==> config.mk <==
export PLATFORM = sky130hd
export DESIGN_NAME = sorted_table_insert_delete_search_flat
export DESIGN_NICKNAME = d
export VERILOG_FILES = /design/src/sv/stis_pkg.sv /design/src/sv/stis_if.sv /design/src/sv/sorted_table_insert_delete_search.sv /design/src/sv/stis_cell.sv /design/src/flat_wrapper.sv
export SDC_FILE = /design/constraint.sdc
export NUM_CORES = 2
export LEC_CHECK = 0
export ABC_AREA = 1
export BUFFER_PORTS_ARGS = -buffer_cell sky130_fd_sc_hd__buf_2
export CAP_MARGIN = 10
export CORE_ASPECT_RATIO = 0.7
export CORE_MARGIN = 2
export CORE_UTILIZATION = 40
export CTS_CLUSTER_DIAMETER = 50
export DETAILED_ROUTE_END_ITERATION = 8
export GPL_TIMING_DRIVEN = 0
export PLACE_DENSITY = 0.53
export REMOVE_ABC_BUFFERS = 1
export SYNTH_ARGS = -nofsm -noshare
export SYNTH_HDL_FRONTEND = slang
export SYNTH_SLANG_ARGS = --single-unit
==> constraint.sdc <==
create_clock -name clk -period 5.27 [get_ports clk]
set_input_delay 0.2635 -clock clk [delete_from_list [all_inputs] [get_ports clk]]
set_output_delay 0.2635 -clock clk [all_outputs]
set_load 0.03 [all_outputs]
==> src/sv/stis_pkg.sv <==
`default_nettype none

package stis_pkg;

    // Field widths of a transaction
    localparam int MODE_W  = 2;
    localparam int VALUE_W = 32;
    localparam int OCC_W   = 5;

    // Operation codes; the fourth code is a no-op
    localparam logic [MODE_W-1:0] MODE_INSERT = 2'd0;
    localparam logic [MODE_W-1:0] MODE_DELETE = 2'd1;
    localparam logic [MODE_W-1:0] MODE_SEARCH = 2'd2;

    // Broadcast from the controller to every cell
    typedef struct packed {
        logic                      ins_en;
        logic                      del_en;
        logic signed [VALUE_W-1:0] value;
    } stis_ctrl_t;

endpackage

`default_nettype wire

==> src/sv/stis_if.sv <==
`default_nettype none

// Request channel: one operation per transaction
interface stis_req_if;
    logic               valid;
    logic               ready;
    logic [1:0]         mode;
    logic signed [31:0] item_value;

    modport source (output valid, output mode, output item_value, input ready);
    modport sink   (input valid, input mode, input item_value, output ready);
endinterface

// Response channel: one result per transaction
interface stis_rsp_if;
    logic       valid;
    logic       ready;
    logic       hit;
    logic       dropped;
    logic [4:0] occupancy;

    modport source (output valid, output hit, output dropped, output occupancy, input ready);
    modport sink   (input valid, input hit, input dropped, input occupancy, output ready);
endinterface

`default_nettype wire

==> src/sv/sorted_table_insert_delete_search.sv <==
// A result is registered and appears in the cycle after its request transaction.
// Throughput: one transaction per cycle while the response register is empty
// or being taken; each operation finishes in the cycle it is accepted.
// Cycle time is set by the compare-and-OR ripple through the row of cells.
// Reset (rst_n, async, active low) empties the table and the response
// register; entry storage is not cleared.
`default_nettype none

module sorted_table_insert_delete_search #(
    parameter int TABLE_DEPTH = 16
) (
    input  wire logic clk,
    input  wire logic rst_n,
    stis_req_if.sink  req,
    stis_rsp_if.source rsp
);
    import stis_pkg::*;

    localparam int CW = $clog2(TABLE_DEPTH + 1);

    logic [CW-1:0]             count_reg;
    logic [CW-1:0]             count_next;
    logic                      out_valid_reg;
    logic                      hit_reg;
    logic                      dropped_reg;
    logic [OCC_W-1:0]          occ_reg;
    logic                      hit_next;
    logic                      dropped_next;
    logic                      accept;
    logic                      full;
    logic                      is_ins;
    logic                      is_del;
    logic                      is_srch;
    stis_ctrl_t                ctrl;

    logic                      occupied [TABLE_DEPTH];
    logic                      le       [TABLE_DEPTH];
    logic                      seen     [TABLE_DEPTH];
    logic signed [VALUE_W-1:0] entry    [TABLE_DEPTH];

    // Handshake and decode
    assign req.ready = !out_valid_reg || rsp.ready;
    assign accept    = req.valid && req.ready;
    assign full      = (count_reg == CW'(TABLE_DEPTH));
    assign is_ins    = (req.mode == MODE_INSERT);
    assign is_del    = (req.mode == MODE_DELETE);
    assign is_srch   = (req.mode == MODE_SEARCH);

    assign ctrl.ins_en = accept && is_ins && !full;
    assign ctrl.del_en = accept && is_del && seen[TABLE_DEPTH-1];
    assign ctrl.value  = req.item_value;

    // Row of cells
    for (genvar i = 0; i < TABLE_DEPTH; i++)
    begin : g_cell
        assign occupied[i] = (CW'(i) < count_reg);

        if (i == 0)
        begin : g_first
            stis_cell u_cell (
                .clk         (clk),
                .ctrl        (ctrl),
                .occupied    (occupied[i]),
                .left_le     (1'b1),
                .left_seen   (1'b0),
                .left_entry  (req.item_value),
                .right_entry (entry[i+1]),
                .le          (le[i]),
                .seen        (seen[i]),
                .entry       (entry[i])
            );
        end
        else if (i == TABLE_DEPTH - 1)
        begin : g_last
            stis_cell u_cell (
                .clk         (clk),
                .ctrl        (ctrl),
                .occupied    (occupied[i]),
                .left_le     (le[i-1]),
                .left_seen   (seen[i-1]),
                .left_entry  (entry[i-1]),
                .right_entry (entry[i]),
                .le          (le[i]),
                .seen        (seen[i]),
                .entry       (entry[i])
            );
        end
        else
        begin : g_mid
            stis_cell u_cell (
                .clk         (clk),
                .ctrl        (ctrl),
                .occupied    (occupied[i]),
                .left_le     (le[i-1]),
                .left_seen   (seen[i-1]),
                .left_entry  (entry[i-1]),
                .right_entry (entry[i+1]),
                .le          (le[i]),
                .seen        (seen[i]),
                .entry       (entry[i])
            );
        end
    end

    // Result and occupancy of this transaction
    always_comb
    begin
        count_next = count_reg;
        if (ctrl.ins_en)
        begin
            count_next = count_reg + CW'(1);
        end
        else if (ctrl.del_en)
        begin
            count_next = count_reg - CW'(1);
        end
        hit_next     = (is_ins && !full) || ((is_del || is_srch) && seen[TABLE_DEPTH-1]);
        dropped_next = is_ins && full;
    end

    // Count and response register
    always_ff @(posedge clk or negedge rst_n)
    begin
        if (!rst_n)
        begin
            count_reg     <= '0;
            out_valid_reg <= 1'b0;
        end
        else
        begin
            count_reg <= count_next;
            if (accept)
            begin
                out_valid_reg <= 1'b1;
            end
            else if (rsp.ready)
            begin
                out_valid_reg <= 1'b0;
            end
        end
    end

    always_ff @(posedge clk)
    begin
        if (accept)
        begin
            hit_reg     <= hit_next;
            dropped_reg <= dropped_next;
            occ_reg     <= OCC_W'(count_next);
        end
    end

    assign rsp.valid     = out_valid_reg;
    assign rsp.hit       = hit_reg;
    assign rsp.dropped   = dropped_reg;
    assign rsp.occupancy = occ_reg;

`ifndef SYNTH
    // A refused insert never reports a hit
    a_drop_no_hit: assert property (@(posedge clk) disable iff (!rst_n)
        (out_valid_reg && dropped_reg) |-> !hit_reg)
        else $error("dropped and hit both set");

    // Count never exceeds the table depth
    a_count_bound: assert property (@(posedge clk) disable iff (!rst_n)
        count_reg <= CW'(TABLE_DEPTH))
        else $error("count above depth");

    // An insert into a non-full table grows the count by one
    a_ins_grow: assert property (@(posedge clk) disable iff (!rst_n)
        (accept && is_ins && !full) |=> (count_reg == $past(count_reg) + CW'(1)))
        else $error("insert did not grow count");

    // Search leaves the count alone
    a_srch_hold: assert property (@(posedge clk) disable iff (!rst_n)
        (accept && is_srch) |=> (count_reg == $past(count_reg)))
        else $error("search changed count");
`endif

endmodule

`default_nettype wire

==> src/sv/stis_cell.sv <==
`default_nettype none

module stis_cell (
    input  wire logic                               clk,
    input  wire stis_pkg::stis_ctrl_t               ctrl,
    input  wire logic                               occupied,
    input  wire logic                               left_le,
    input  wire logic                               left_seen,
    input  wire logic signed [stis_pkg::VALUE_W-1:0] left_entry,
    input  wire logic signed [stis_pkg::VALUE_W-1:0] right_entry,
    output logic                                    le,
    output logic                                    seen,
    output logic signed [stis_pkg::VALUE_W-1:0]     entry
);
    import stis_pkg::*;

    logic signed [VALUE_W-1:0] entry_reg;
    logic signed [VALUE_W-1:0] entry_next;
    logic                      eq;

    // Compare against the broadcast value
    assign le    = occupied && (entry_reg <= ctrl.value);
    assign eq    = occupied && (entry_reg == ctrl.value);
    // First match seen at or left of this cell
    assign seen  = left_seen || eq;
    assign entry = entry_reg;

    // Insert shifts right from the slot, delete shifts left from the match
    always_comb
    begin
        entry_next = entry_reg;
        priority if (ctrl.ins_en && !le)
        begin
            entry_next = left_le ? ctrl.value : left_entry;
        end
        else if (ctrl.del_en && seen)
        begin
            entry_next = right_entry;
        end
        else
        begin
            // no shift through this cell
            entry_next = entry_reg;
        end
    end

    always_ff @(posedge clk)
    begin
        entry_reg <= entry_next;
    end

endmodule

`default_nettype wire

==> src/flat_wrapper.sv <==
// flat-port wrapper written by rule: the top's interface ports become plain ports
module sorted_table_insert_delete_search_flat import stis_pkg::*;
#(
    parameter int TABLE_DEPTH = 16
)
  (clk, rst_n, req_valid, req_mode, req_item_value, req_ready, rsp_valid, rsp_hit, rsp_dropped, rsp_occupancy, rsp_ready);
  stis_req_if req_i ();
  stis_rsp_if rsp_i ();
  input  wire logic clk;
  input  wire logic rst_n;
  input wire logic [$bits(req_i.valid)-1:0] req_valid;
  input wire logic [$bits(req_i.mode)-1:0] req_mode;
  input wire logic [$bits(req_i.item_value)-1:0] req_item_value;
  output wire logic [$bits(req_i.ready)-1:0] req_ready;
  output wire logic [$bits(rsp_i.valid)-1:0] rsp_valid;
  output wire logic [$bits(rsp_i.hit)-1:0] rsp_hit;
  output wire logic [$bits(rsp_i.dropped)-1:0] rsp_dropped;
  output wire logic [$bits(rsp_i.occupancy)-1:0] rsp_occupancy;
  input wire logic [$bits(rsp_i.ready)-1:0] rsp_ready;
  assign req_i.valid = req_valid;
  assign req_i.mode = req_mode;
  assign req_i.item_value = req_item_value;
  assign req_ready = req_i.ready;
  assign rsp_valid = rsp_i.valid;
  assign rsp_hit = rsp_i.hit;
  assign rsp_dropped = rsp_i.dropped;
  assign rsp_occupancy = rsp_i.occupancy;
  assign rsp_i.ready = rsp_ready;
  sorted_table_insert_delete_search #(.TABLE_DEPTH(TABLE_DEPTH)) u_core (.clk(clk), .rst_n(rst_n), .req(req_i), .rsp(rsp_i));
endmodule
==> results.txt <==
----------------------------------------------------
[Yosys]
  Number of warnings reported in the yosys synthesis log ... 0
  FFs w/ async S/R, synth ... 1.143%
  Area fraction of the dominant cell type after synthesis ... 39.64%
  Sequential element share of the synthesized area ... 40.02%
  Biggest area contributors in the synthesized netlist ... edfxtp_1, ha_1, nand2_1
  Most instantiated flip-flop cell in the synthesis netlist ... edfxtp_1
  Number of flops mapped to enable cells by yosys ... between 500 and 600
  Gate Count Post-Synth ... 4,910
  Total standard cell area after synthesis ... 0.03932 mm2
  Cell type with the highest aggregate area in the netlist ... edfxtp_1
  Mean post-synth cell area ... 8.008 um2
  Synth cell types ... 55
  Post-synthesis sequential element count ... 525

[Route]
  Highest routed metal layer ... met5
  Met2 wire length ... 60,140 um
  Total wire length ... 153,500 um
  Via count ... 36.76k
  DRC violations left ... 0
  DRT Pass-1 Iters ... 6
  Number of antenna-violating nets in the routed design ... 0
  WL per Instance ... 24.43 um
  Metal3 WL ... ~17,000 um
  Starting DRC count in detailed routing ... 4,756
  Average via count per standard cell ... 5.852
  Met1 wire length ... approximately 74,000 um

[Worst setup path]
  Max FO, Critical Path ... 26
  Element type at the critical path start ... primary input
  Required time of the critical path ... 5.68 ns
  Setup Crit Path Kind ... in -> reg
  Endpoint arrival time on the critical path ... 5.69 ns
  Capturing element type of the critical path ... register

[Place]
  Post-Place Worst Slack ... -2.826 ns
  Final weighted congestion of routability-driven global placement ... slightly below 0.9
  IO buf count ... 46
  Placed wire-length estimate ... 109,700 um
  Post-place instance area ... 0.04146 mm2

[GRT]
  First-pass GRT wire length ... 222,800 um
  Final global-route overflow total ... 0
  Combined global-route utilization of all metal layers ... 29.65%
  Number of global-route vias before repair ... 33.46k
  Largest net degree at the start of global routing ... between 60 and 70
  Number of antenna violations at the first check in global routing ... 4

[STA]
  Unrepaired setup endpoints after global routing ... yes
  Final period util ... 100.1%
  Max Clock Skew ... 0.02931 ns
  Worst Max-Slew Pin Slew ... between 1 and 1.5 ns
  Min Tclk post-route ... 5.277 ns
  Maximum clock frequency ... 0.1895 GHz
  # setup viols final ... 9
  Worst slew margin relative to its limit ... around 15%
  Number of hold-slack violations in the final timing report ... 0
  Number of slew-limit violations in the final report ... 0
  Setup slack after layout ... -0.006505 ns

[Pwr]
  Total power consumption of the routed design ... 0.01584 W
  Power density cells ... approximately 350 mW/mm2
  Pleak ... 19.43 nW
  Worst vdd ir ... 0.2753 mV

[Clock network]
  Clock insertion delay at the later pin of the skew report ... a little under 0.7 ns
  Clock tree sinks ... between 500 and 600
  Clock root buffer ... clkbuf_16
  Number of clock buffers inserted by TritonCTS ... 79
  Max clock buf depth ... 3
  Reg clk slew, reported paths ... 0.06 ns
  CTS tree ... done
  Number of levels the H-tree was split into ... 3

[Final layout]
  Final-stage net count ... 5,451
  Synthesis-to-layout area growth ... 14.00%
  Commonest non-fill, non-tap cell in the layout ... nand2_1
  Most frequent cells in the layout ... nand2_1, edfxtp_1, ha_1, o21ai_0, a21oi_1
  Ant. Diodes ... 0
  Largest register FFs ... 448
  Share of layout cells above drive strength 1 ... under 10%
  Cell area after layout ... 0.04482 mm2

[Die]
  Number of ports placed on the die boundary ... 47
  Initial core utilization ... between 40% and 50%
  Row count ... 96
  Std-Cell Core Area ... 0.09765 mm2
  Overall die area ... 0.1009 mm2
  Chip Height ... 266.3 um
  Horizontal die dimension ... 378.7 um

[Run]
  Number of maximum-capacitance constraint violations ... 0

[Run status]
  Violations in the final reports ... setup timing
  Run status ... complete, but fails checks

[Worst hold path]
  Worst hold path class ... in -> reg

----------------------------------------------------
[layout make-up]
| type | count | area (um2) |
|---|---|---|
| clock buffer | 95 | 2110 |
| clock inverter | 49 | 529.3 |
| fill | 9681 | 52830 |
| inverter | 279 | 1120 |
| multi-input combinational | 3860 | 21890 |
| sequential | 525 | 15740 |
| tap | 1323 | 1655 |
| timing repair buffer | 137 | 1707 |
| timing repair inverter | 13 | 72.57 |
[synthesized netlist by cell type (3+ instances only)]
master,instances
or3_1,3
nand4_1,32
a31oi_1,41
o21a_1,5
and2_1,3
buf_1,7
edfxtp_1,519
a21oi_1,336
o21ai_0,523
nor2_4,4
o21bai_1,4
nor3_2,3
dfrtp_1,6
nand3b_1,7
o211ai_1,51
nor3_1,14
a211oi_1,18
a21o_1,5
nand2_1,1591
o21ai_1,63
inv_2,7
clkbuf_1,160
nor4_2,4
nor2_1,244
clkinv_1,3
nor2_2,4
buf_2,81
xor2_1,3
ha_1,518
inv_1,269
nor4_1,19
nand3_1,322
nand3_2,4
a221oi_1,8
[metrics by stage]
stage / hold slack [ns] / utilization, % / std cells / setup TNS [ns]
CTS: 0.04091 / 45.50 / 6247 / 0
global route: 0.1050 / 45.90 / 6281 / -1.555
floorplan: -0.03209 / - / 4660 / -991.48
global placement: 0.09718 / 41.12 / 6029 / -5202.10
finish: 0.06682 / 45.90 / 6281 / -0.02521
detailed placement: 0.09457 / 42.45 / 6079 / -946.97
[worst max-delay path, cell delays in order]
cell,delay (ns)
buf_2,0.45
inv_2,0.53
ha_1,0.57
nand2_1,0.13
nor2_1,0.10
nand2_1,0.09
nor2_1,0.11
nand3_1,0.41
nand4_1,0.25
nor2_2,0.28
nand4_2,0.18
nor2_4,0.21
nand4_2,0.27
nor2_4,0.31
nand4_4,0.19
nand2_4,0.33
inv_2,0.18
nand2_1,0.11
nand2_2,0.32
buf_16,0.31
[repair_timing]
action / 4_1_cts / 5_1_grt
setup buffers: 11 / 23
gates resized for setup: 34 / 20
hold buffers: 4 / 0
pin swaps: 6 / 3
endpoints found under the hold margin: 7 / 0
cloned: 9 / 8
endpoints found under the setup margin: 631 / 417
[path summary, 6_finish.rpt]
kind / from / endpoint / slack [ns] / cells after the start
max: req_item_value[31] / u_core.g_cell[2].g_mid.u_cell.entry[18] / -0.007 / 20
min: req_mode[0] / u_core.rsp.hit / 0.07 / 5
max reg2reg: u_core.count_reg[4] / u_core.g_cell[2].g_mid.u_cell.entry[18] / 0.09 / 16
min reg2reg: u_core.g_cell[15].g_last.u_cell.entry[19] / u_core.g_cell[14].g_mid.u_cell.entry[19] / 0.56 / 2
max in group asynchronous: rst_n / u_core.count_reg[2] / 4.51 / 3
min in group asynchronous: rst_n / u_core.count_reg[3] / 0.54 / 3
[kinds of logic (layout without fill, tap and decap cells)]
logic type	count (synthesis)	count (layout)	share of synthesized area, %
AND/OR/NAND/NOR	2270	2274	23.72
flip-flops	525	525	40.02
XOR/XNOR	4	4	0.08912
adder cells (fa/ha/maj)	518	518	16.48
buffers and inverters	529	573	5.337
AO/OA/AOI/OAI	1064	1064	14.35
[power breakdown]
group          switching [W]  internal [W]  total, W
sequential          0.000244       0.00497   0.00521
combinational        0.00364       0.00147   0.00511
clock                0.00227       0.00324   0.00552
[routing by layer]
metal	track usage (%)	vias to the layer above
li1	-	17090
met1	47.21	17710
met2	39.83	1789
met3	7.029	163
met4	5.749	2
met5	0	-
No activity file was read; power rests on OpenSTA's default activity.
